$ cat src/hdl/crsf_channel_frame_decoder_top_assert.svh
// Assertion macros shared by the channel frame decoder modules.
// Expects signals named clock and reset in the module that uses them.
`ifndef CRSF_CHANNEL_FRAME_DECODER_TOP_ASSERT_SVH
`define CRSF_CHANNEL_FRAME_DECODER_TOP_ASSERT_SVH

// Same-cycle implication, disabled while reset is high.
`define CRSFD_CHECK_NOW(lbl, ante, cons) \
   lbl: assert property (@(posedge clock) disable iff (reset) (ante) |-> (cons)) \
      else $error("crsfd same-cycle check failed");

// Next-cycle implication, disabled while reset is high.
`define CRSFD_CHECK_NEXT(lbl, ante, cons) \
   lbl: assert property (@(posedge clock) disable iff (reset) (ante) |=> (cons)) \
      else $error("crsfd next-cycle check failed");

`endif

$ cat src/hdl/crsfd_pkg.sv
// Shared types, constants and the CRC-8 step function for the channel frame decoder.
// No dependencies.
`default_nettype none

package crsfd_pkg;

   localparam int NUM_CHANNELS  = 5;
   localparam int MAX_FRAME_LEN = 62;
   localparam int OUT_CHANNELS  = 5;
   localparam int HEAD_DEPTH    = 8;
   localparam int HEAD_IDX_W    = $clog2(HEAD_DEPTH);
   localparam int CHAN_W        = 11;
   localparam int GAP_W         = 16;
   localparam int LEN_W         = 6;
   localparam int CSR_IDX_W     = 3;
   localparam int CSR_DATA_W    = 16;

   localparam logic [7:0] SYNC_BYTE = 8'hC8;
   localparam logic [7:0] CRC_POLY  = 8'hD5;

   localparam logic [7:0]        RESET_FRAME_TYPE = 8'd22;
   localparam logic [CHAN_W-1:0] RESET_VALID_MIN  = 11'd172;
   localparam logic [CHAN_W-1:0] RESET_VALID_MAX  = 11'd1811;
   localparam logic [CHAN_W-1:0] RESET_DEFAULT    = 11'd992;
   localparam logic [GAP_W-1:0]  RESET_PERIOD     = 16'd14600;

   typedef enum logic [2:0] {
      PH_SYNC,
      PH_LEN,
      PH_TYPE,
      PH_PAYLOAD,
      PH_CRC
   } phase_type;

   typedef enum logic [CSR_IDX_W-1:0] {
      CSR_FRAME_TYPE,
      CSR_VALID_MIN,
      CSR_VALID_MAX,
      CSR_DEFAULT,
      CSR_PERIOD
   } csr_index_type;

   typedef struct packed {
      logic [7:0]        frame_type;
      logic [CHAN_W-1:0] valid_min;
      logic [CHAN_W-1:0] valid_max;
      logic [CHAN_W-1:0] default_value;
      logic [GAP_W-1:0]  period_total;
   } cfg_type;

   typedef struct packed {
      logic                             frame_ok;
      logic [HEAD_DEPTH-1:0][7:0]       head;
   } parse_out_type;

   function automatic logic [7:0] crc8_update(input logic [7:0] crc, input logic [7:0] data);
      logic [7:0] c;
      c = crc ^ data;
      for (int k = 0; k < 8; k++) begin
         if (c[7]) begin
            c = {c[6:0], 1'b0} ^ CRC_POLY;
         end else begin
            c = {c[6:0], 1'b0};
         end
      end
      return c;
   endfunction

endpackage

`default_nettype wire

$ cat src/hdl/crsf_channel_frame_decoder_top.sv
// A result appears in the cycle after the CRC byte of a good channel frame is transferred.
// Throughput: one byte per cycle; the input stalls only while a held result is itself stalled.
// The single result register sets that limit; the parser updates on every transferred byte.
// Reset: synchronous, active high; clears the parser and the result valid and restores
// all configuration registers to their defaults.
`default_nettype none
`include "crsf_channel_frame_decoder_top_assert.svh"

module crsf_channel_frame_decoder_top
   import crsfd_pkg::*;
(
   input  wire logic                  clock,
   input  wire logic                  reset,
   input  wire logic                  req_valid,
   output logic                       req_stall,
   input  wire logic [7:0]            req_rx_byte,
   output logic                       rsp_valid,
   input  wire logic                  rsp_stall,
   output logic [CHAN_W-1:0]          rsp_chan_a,
   output logic [CHAN_W-1:0]          rsp_chan_b,
   output logic [CHAN_W-1:0]          rsp_chan_c,
   output logic [CHAN_W-1:0]          rsp_chan_d,
   output logic [CHAN_W-1:0]          rsp_chan_e,
   output logic [GAP_W-1:0]           rsp_frame_gap,
   input  wire logic                  csr_valid,
   output logic                       csr_ready,
   input  wire logic [CSR_IDX_W-1:0]  csr_index,
   input  wire logic [CSR_DATA_W-1:0] csr_wdata
);

   cfg_type                             cfg_ff, cfg_in;
   logic                                rsp_valid_ff, rsp_valid_in;
   logic [OUT_CHANNELS-1:0][CHAN_W-1:0] chans_ff;
   logic [GAP_W-1:0]                    gap_ff;
   logic [OUT_CHANNELS-1:0][CHAN_W-1:0] chans_calc;
   logic [GAP_W-1:0]                    gap_calc;
   logic                                byte_take;
   parse_out_type                       parse_out;

   assign csr_ready = 1'b1;
   assign req_stall = rsp_valid_ff && rsp_stall;
   assign byte_take = req_valid && !req_stall;

   always_comb begin
      cfg_in = cfg_ff;
      if (csr_valid && csr_ready) begin
         case (csr_index)
            CSR_FRAME_TYPE: cfg_in.frame_type    = csr_wdata[7:0];
            CSR_VALID_MIN:  cfg_in.valid_min     = csr_wdata[CHAN_W-1:0];
            CSR_VALID_MAX:  cfg_in.valid_max     = csr_wdata[CHAN_W-1:0];
            CSR_DEFAULT:    cfg_in.default_value = csr_wdata[CHAN_W-1:0];
            CSR_PERIOD:     cfg_in.period_total  = csr_wdata[GAP_W-1:0];
            default:        cfg_in               = cfg_ff;
         endcase
      end
   end

   always_ff @(posedge clock) begin
      if (reset) begin
         cfg_ff.frame_type    <= RESET_FRAME_TYPE;
         cfg_ff.valid_min     <= RESET_VALID_MIN;
         cfg_ff.valid_max     <= RESET_VALID_MAX;
         cfg_ff.default_value <= RESET_DEFAULT;
         cfg_ff.period_total  <= RESET_PERIOD;
      end else begin
         cfg_ff <= cfg_in;
      end
   end

   crsfd_parser u_parser (
      .clock      (clock),
      .reset      (reset),
      .byte_take  (byte_take),
      .rx_byte    (req_rx_byte),
      .frame_type (cfg_ff.frame_type),
      .parse_out  (parse_out)
   );

   crsfd_chan_calc u_calc (
      .head      (parse_out.head),
      .cfg       (cfg_ff),
      .chans     (chans_calc),
      .frame_gap (gap_calc)
   );

   // load on a good frame; otherwise hold while stalled, drop once transferred
   always_comb begin
      if (parse_out.frame_ok) begin
         rsp_valid_in = 1'b1;
      end else if (rsp_stall) begin
         rsp_valid_in = rsp_valid_ff;
      end else begin
         rsp_valid_in = 1'b0;
      end
   end

   always_ff @(posedge clock) begin
      if (reset) begin
         rsp_valid_ff <= 1'b0;
      end else begin
         rsp_valid_ff <= rsp_valid_in;
      end
   end

   always_ff @(posedge clock) begin
      if (parse_out.frame_ok) begin
         chans_ff <= chans_calc;
         gap_ff   <= gap_calc;
      end
   end

   assign rsp_valid     = rsp_valid_ff;
   assign rsp_chan_a    = chans_ff[0];
   assign rsp_chan_b    = chans_ff[1];
   assign rsp_chan_c    = chans_ff[2];
   assign rsp_chan_d    = chans_ff[3];
   assign rsp_chan_e    = chans_ff[4];
   assign rsp_frame_gap = gap_ff;

   // input stalls only behind a held result
   `CRSFD_CHECK_NOW(a_stall_needs_result, req_stall, rsp_valid_ff)
   // a new result follows a transferred byte
   `CRSFD_CHECK_NOW(a_result_from_byte, $rose(rsp_valid_ff), $past(byte_take))
   // a transferred result with no new frame leaves the register empty
   `CRSFD_CHECK_NEXT(a_result_drains, (rsp_valid_ff && !rsp_stall && !parse_out.frame_ok), !rsp_valid_ff)

endmodule

`default_nettype wire

$ cat src/hdl/crsfd_parser.sv
// Byte-level frame parser: sync hunt, length check, head capture, frame type match and CRC-8 check.
// Depends on crsfd_pkg and the assertion macro header.
`default_nettype none
`include "crsf_channel_frame_decoder_top_assert.svh"

module crsfd_parser
   import crsfd_pkg::*;
(
   input  wire logic          clock,
   input  wire logic          reset,
   input  wire logic          byte_take,
   input  wire logic [7:0]    rx_byte,
   input  wire logic [7:0]    frame_type,
   output parse_out_type      parse_out
);

   phase_type                  phase_ff, phase_in;
   logic [LEN_W-1:0]           frame_len_ff, frame_len_in;
   logic [7:0]                 frame_kind_ff, frame_kind_in;
   logic [LEN_W-1:0]           count_ff, count_in;
   logic [7:0]                 crc_ff, crc_in;
   logic [HEAD_DEPTH-1:0][7:0] head_ff, head_in;

   always_ff @(posedge clock) begin
      if (reset) begin
         phase_ff      <= PH_SYNC;
         frame_len_ff  <= '0;
         frame_kind_ff <= '0;
         count_ff      <= '0;
         crc_ff        <= '0;
         head_ff       <= '0;
      end else begin
         phase_ff      <= phase_in;
         frame_len_ff  <= frame_len_in;
         frame_kind_ff <= frame_kind_in;
         count_ff      <= count_in;
         crc_ff        <= crc_in;
         head_ff       <= head_in;
      end
   end

   always_comb begin
      logic [LEN_W-1:0] count_next;
      logic [LEN_W:0]   count_sum;
      count_next         = count_ff + LEN_W'(1);
      count_sum          = {1'b0, count_next} + (LEN_W+1)'(2);
      phase_in           = phase_ff;
      frame_len_in       = frame_len_ff;
      frame_kind_in      = frame_kind_ff;
      count_in           = count_ff;
      crc_in             = crc_ff;
      head_in            = head_ff;
      parse_out.frame_ok = 1'b0;
      parse_out.head     = head_ff;
      if (byte_take) begin
         case (phase_ff)
            PH_SYNC: begin
               if (rx_byte == SYNC_BYTE) begin
                  phase_in = PH_LEN;
               end
            end
            PH_LEN: begin
               // drop back to the hunt on a bad length; this byte is not a sync
               if (rx_byte < 8'd2 || rx_byte > 8'(MAX_FRAME_LEN)) begin
                  phase_in = PH_SYNC;
               end else begin
                  frame_len_in = rx_byte[LEN_W-1:0];
                  phase_in     = PH_TYPE;
               end
            end
            PH_TYPE: begin
               frame_kind_in = rx_byte;
               count_in      = '0;
               head_in       = '0;
               crc_in        = crc8_update(8'h00, rx_byte);
               phase_in      = (frame_len_ff <= LEN_W'(2)) ? PH_CRC : PH_PAYLOAD;
            end
            PH_PAYLOAD: begin
               if (count_ff < LEN_W'(HEAD_DEPTH)) begin
                  head_in[count_ff[HEAD_IDX_W-1:0]] = rx_byte;
               end
               crc_in   = crc8_update(crc_ff, rx_byte);
               count_in = count_next;
               if (count_sum >= {1'b0, frame_len_ff}) begin
                  phase_in = PH_CRC;
               end
            end
            PH_CRC: begin
               parse_out.frame_ok = (rx_byte == crc_ff) && (frame_kind_ff == frame_type);
               phase_in           = PH_SYNC;
            end
            default: begin
               phase_in = PH_SYNC;
            end
         endcase
      end
   end

   // a frame in progress always carries a legal length
   `CRSFD_CHECK_NOW(a_len_legal, (phase_ff == PH_TYPE || phase_ff == PH_PAYLOAD || phase_ff == PH_CRC), (frame_len_ff >= LEN_W'(2) && frame_len_ff <= LEN_W'(MAX_FRAME_LEN)))
   // payload phase never runs past the last payload byte
   `CRSFD_CHECK_NOW(a_count_bound, (phase_ff == PH_PAYLOAD), (({1'b0, count_ff} + (LEN_W+1)'(2)) < {1'b0, frame_len_ff}))
   // the CRC byte always ends the frame
   `CRSFD_CHECK_NEXT(a_crc_ends, (byte_take && phase_ff == PH_CRC), (phase_ff == PH_SYNC))

endmodule

`default_nettype wire

$ cat src/hdl/crsfd_chan_calc.sv
// Channel unpack, range substitution and frame gap sum for one captured frame head.
// Depends on crsfd_pkg.
`default_nettype none

module crsfd_chan_calc
   import crsfd_pkg::*;
(
   input  wire logic [HEAD_DEPTH-1:0][7:0]     head,
   input  wire cfg_type                        cfg,
   output logic [OUT_CHANNELS-1:0][CHAN_W-1:0] chans,
   output logic [GAP_W-1:0]                    frame_gap
);

   logic [HEAD_DEPTH*8-1:0] word;

   assign word = head;

   always_comb begin
      logic [CHAN_W-1:0] raw;
      logic [GAP_W-1:0]  gap;
      gap = cfg.period_total;
      for (int k = 0; k < OUT_CHANNELS; k++) begin
         if (k < NUM_CHANNELS) begin
            raw = word[k*CHAN_W +: CHAN_W];
            if (raw < cfg.valid_min || raw > cfg.valid_max) begin
               chans[k] = cfg.default_value;
            end else begin
               chans[k] = raw;
            end
            gap = gap - (GAP_W'(cfg.default_value) - GAP_W'(chans[k]));
         end else begin
            raw      = '0;
            chans[k] = cfg.default_value;
         end
      end
      frame_gap = gap;
   end

endmodule

`default_nettype wire
$ cat config.mk
export PLATFORM = sky130hd
export DESIGN_NAME = crsf_channel_frame_decoder_top
export DESIGN_NICKNAME = d
export VERILOG_FILES = /design/src/hdl/crsfd_pkg.sv /design/src/hdl/crsf_channel_frame_decoder_top.sv /design/src/hdl/crsfd_parser.sv /design/src/hdl/crsfd_chan_calc.sv
export VERILOG_INCLUDE_DIRS = /design/src /design/src/hdl
export SDC_FILE = /design/constraint.sdc
export NUM_CORES = 1
export LEC_CHECK = 0
export BUFFER_PORTS_ARGS = -buffer_cell sky130_fd_sc_hd__buf_2
export CELL_PAD_IN_SITES_DETAIL_PLACEMENT = 0
export CELL_PAD_IN_SITES_GLOBAL_PLACEMENT = 2
export CORE_MARGIN = 5
export CORE_UTILIZATION = 40
export CTS_CLUSTER_SIZE = 12
export DETAILED_ROUTE_END_ITERATION = 6
export GPL_TIMING_DRIVEN = 0
export PLACE_DENSITY_LB_ADDON = 0.15
export SLEW_MARGIN = 20
export SYNTH_ARGS = -nofsm -noshare
export SYNTH_HDL_FRONTEND = slang
export SYNTH_HIERARCHICAL = 1
export SYNTH_SLANG_ARGS = --single-unit
$ cat constraint.sdc
create_clock -name clock -period 11.2 [get_ports clock]
set_clock_uncertainty 0.05 [all_clocks]
set_input_delay 0.56 -clock clock [delete_from_list [all_inputs] [get_ports clock]]
set_output_delay 0.56 -clock clock [all_outputs]
set_load 0.03 [all_outputs]
Yosys cells after proc, flatten, opt, wreduce, memory -nomap -nowiden
Cells that the tools add are included.
Word-level totals
  bits in registers: 224
  word-level logic and storage cells: 176
  output and inout port bits: 74
  input bits: 32
Cells by class
  reductions and logical operators: 24
  equal/unequal tests: 15
  order comparisons: 17
  add/subtract/negate cells: 12
  bitwise logic cells: 18
  mux-type cells: 65
Operators by type and width (count)
  2-to-1 mux 8 bit: 45
  case mux 64 bit (2 select lines): 1
  inverter 5 bit: 16
  subtractor 16 bit: 5
  bitwise mux 64 bit: 1
  2-to-1 mux 64 bit: 1
  subtractor 11 x 11 -> 12 bit: 5
  > comparator 11 bit: 5
  less-than comparator 11 bit: 5
  2-to-1 mux 11 bit: 5
  demux 8 bit (select 3 bit): 1
  == test 8 bit: 2
  case mux 8 bit (2 select lines): 1
  AND reduction 2 bit: 7
  == test 3 x 2 -> 1 bit (second input constant): 4
  case mux 3 bit (4 select lines): 1
  case mux 6 bit (2 select lines): 1
  2-to-1 mux 3 bit: 3
  AND reduction 3 bit: 3
  == test 8 bit (second input constant): 1
  > comparator 8 x 6 -> 1 bit (second input constant): 1
  less-than comparator 8 x 2 -> 1 bit (second input constant): 1
  != test 2 x 1 -> 1 bit (second input constant): 4
  XOR 8 bit: 1
  other kinds (17): 31

Longest topological paths before layout
  word-level depth: 32
  depth in mapped cells: 35
  depth with buffers taken out: 33

Cells and area by module
The synthesis kept the hierarchy.
By module, submodules not included
  crsfd_chan_calc: cells each 1050, instances 1, area an instance 8418.1 um^2, seq. area each 0.0 um^2
  crsfd_parser: cells each 557, instances 1, area an instance 4754.6 um^2, seq. area each 1901.8 um^2
  crsf_channel_frame_decoder_top: cells each 299, instances 1, area an instance 4485.6 um^2, seq. area each 3293.2 um^2

Least setup slack after synthesis
Ideal clock, no wire load.
  path kind: input to register
  start point: input req_rx_byte[6]
  end point: register chans_ff (netlist bit rsp_chan_a[0]) (enable)
  library setup time: 0.678 ns
  stages on the path: 6
  arrival time: 8.441 ns
  data required time: 10.472 ns
  slack: 2.030 ns
  cells stage by stage: clkbuf_1 xnor2_1 ha_1 nor4bb_1 nand4_1 nor4_1
RTL lines
  from (decl): line crsf_channel_frame_decoder_top.sv:16  | input wire logic [7:0] req_rx_byte,
  to (signal assigned): line crsf_channel_frame_decoder_top.sv:107  | chans_ff <= chans_calc;
  to (decl): line crsf_channel_frame_decoder_top.sv:33  | logic [OUT_CHANNELS-1:0][CHAN_W-1:0] chans_ff;

==> out/qor.yml <==
routedWlPerCell_um: 20.7
syn_inst: 1875
htree_num_levels: 1
p_per_area_nw_per_um2: 186
ios: 106
die_y_um: 218
fin_nets: 2290
drv_cap: 0
internal-power_mw: 2.24
cp-end-kind: "register"
fillers: 4237
grt_usage_pct: 22.4
timing.rr.end: "rsp_frame_gap[15]$_DFFE_PP_"
cpPeakStageDelay_ns: 0.59
leakagePower_nw: 8.41
max-vdd-ir-drop_mv: 0.210
grt_pass1_wl_um: 83100
min_to: "rsp_valid$_SDFFE_PP0P_"
crit_type: "reg2reg"
post_cts_buffers: 0
initial_utilization_pct: 40.4
crit_required_ns: 11.45
dieArea_sq_um: 47700
finalCritPeriodShare_pct: 78.2
antenna_found_initial: 0
pwr-share-seq_pct: 25.5
r2r_setup_slack_ns: 2.44
finish.instance_area_sq_um: 19500
clk_path_buf_depth: 3
vias: 14100
wirelength_um: 54200
syn2layout_area_growth_pct: 12.5
ctsResizeCount: 0
grt_start_max_net_pins: 15
fin_setup_tns_ns: 0
insertion_delay_ns: 0.56
pwr-share-clk_pct: 23.9
period_minus_slack_ns: 8.76
netlist_area_sq_um: 17400
dp_hpwl_um: 43900
hold_violations: 0
drtIter0Drc: 812
core_area_sq_um: 43000
fmaxAchievable_mhz: 114
grt_overflow: 0
p_comb_share_pct: 50.6
grtUsageMet1_pct: 29.8
cts_buffers: 26
grt_most_used_layer: "met2"
gp_congestion: 0.895
port_buffers: 98
sw_frac_of_total_pct: 38.3
met2_usage_pct: 37.9
crit_slowest_cell: "fa_1"
p_sw_mw: 1.39
first_global_vias: 14000
critPathLaunchType: "register"
cts_tree: "yes"
status: "completed"
tightest_slew_ns: 0.917
num_antenna_cells: 0
die_w_um: 218
num_rows: 76
min_path_cells: 3
drc: 0
via_per_inst: 5.41
finish.utilization_pct: 45.4
worst_hold_path_type: "in2reg"
critPathMaxFanout: 10
clkSinkCount: 215
holdCritStartpoint: "rsp_stall"
dpl-instance-area_sq_um: 18600
cts_hold_buf: 0
rr_worst_depth: 30
clk_pin_slew_ns: 0.06
layout-drive-gt1-share_pct: 11.5
relSlewSlack_pct: 38.4
met3_usage_pct: 3.08
rsz0062_at_grt: "no"
cts_root_buf: "clkbuf_16"
finalSetupViolCount: 0
ant_nets: 0
syn_nets: 2154
r2r-start: "cfg_ff[46]$_SDFFE_PP0P_"
syn_avg_cell_area_sq_um: 9.26
yosysWarnings: 6
drt-pass1-iter-count: 7
drv_slew: 0
worstPathArrival_ns: 9.01
-- power groups by stage --
stage / Sequential [mW] / Clock (mW) / Combinational, mW
after CTS: 0.925 / 0.892 / 1.86
after global routing: 0.925 / 0.926 / 2.14
after detailed placement: 0.942 / 0 / 1.85
after floorplan: 0.937 / 0 / 1.47
after global placement: 0.942 / 0 / 1.83
final: 0.925 / 0.866 / 1.83
-- critical path: cells and delay by family, from the launching register on --
kind | cells | cell delay, ns
and+or+nand+nor | 3 | 0.76
DFF | 1 | 0.31
AOI/OAI and AO/OA | 11 | 3.04
buffers and inverters | 6 | 0.84
xor gates and xnor gates | 1 | 0.12
muxes | 1 | 0.15
adders and majority gates | 8 | 3.21
-- worst max path at each step --
stage                                 start                     endpoint  cells after the start
finish              cfg_ff[46]$_SDFFE_PP0P_  rsp_frame_gap[15]$_DFFE_PP_                     30
global route        cfg_ff[40]$_SDFFE_PP1P_  rsp_frame_gap[15]$_DFFE_PP_                     30
CTS                 cfg_ff[46]$_SDFFE_PP0P_  rsp_frame_gap[15]$_DFFE_PP_                     30
global placement             req_rx_byte[6]      rsp_chan_c[3]$_DFFE_PP_                      7
detailed placement  cfg_ff[46]$_SDFFE_PP0P_  rsp_frame_gap[15]$_DFFE_PP_                     30
floorplan                    req_rx_byte[6]      rsp_chan_a[0]$_DFFE_PP_                      6
-- metal layers --
| metal | vias to the layer above | part of all wire (%) |
|---|---|---|
| li1 | 6961 | - |
| met1 | 6734 | 44 |
| met2 | 345 | 47 |
| met3 | 101 | 4.8 |
| met4 | 0 | 3.4 |
| met5 | - | 0 |
-- sequential cells by signal, summed over array words and instances, names as in the netlist --
register,cells
cfg_ff,57
u_parser/parse_out,55
rsp_frame_gap,16
rsp_chan_a,11
rsp_chan_b,11
rsp_chan_c,11
rsp_chan_d,11
rsp_chan_e,11
u_parser/crc_ff,8
u_parser/frame_kind_ff,8
u_parser/count_ff,6
u_parser/frame_len_ff,6
u_parser/phase_ff,3
rsp_valid,1
-- cells in the final DEF (no fill, tap or decap), drive strengths merged, types with 27 or more instances in the layout --
cell type / n
nand3: 73
xor2: 30
fa: 59
a21oi: 109
clkbuf: 88
mux2i: 111
edfxtp: 71
nand2: 91
inv: 177
xnor2: 67
buf: 136
o21ai: 63
nor3: 27
nand2b: 67
a22oi: 30
ha: 188
a21o: 28
nor2: 141
mux2: 27
dfxtp: 144
-- layout make-up --
cell class	count	area, sq um	share of cell area, %
Timing Repair Buffer	108	543	2.78
Inverter	178	668	3.42
Clock buffer	34	754	3.86
Multi-Input combinational cell	1400	11300	58.0
Sequential cell	215	5010	25.7
Buffer	82	347	1.77
Tap cell	585	732	3.75
Clock inverter	14	136	0.698
-- per-stage QoR --
step / std cells / power, mW / hold WS (ns) / worst slack (ns)
6_report: 2616 / 3.62 / 0.212 / 2.44
5_1_grt: 2616 / 3.99 / 0.208 / 1.98
4_1_cts: 2616 / 3.68 / 0.183 / 2.42
3_5_place_dp: 2568 / 2.80 / 0.411 / 2.42
3_3_place_gp: 2558 / 2.77 / 0.406 / -1.59
2_1_floorplan: 1875 / 2.41 / 0.399 / 2.05
Note: power is estimated with default switching activity, not from simulation.
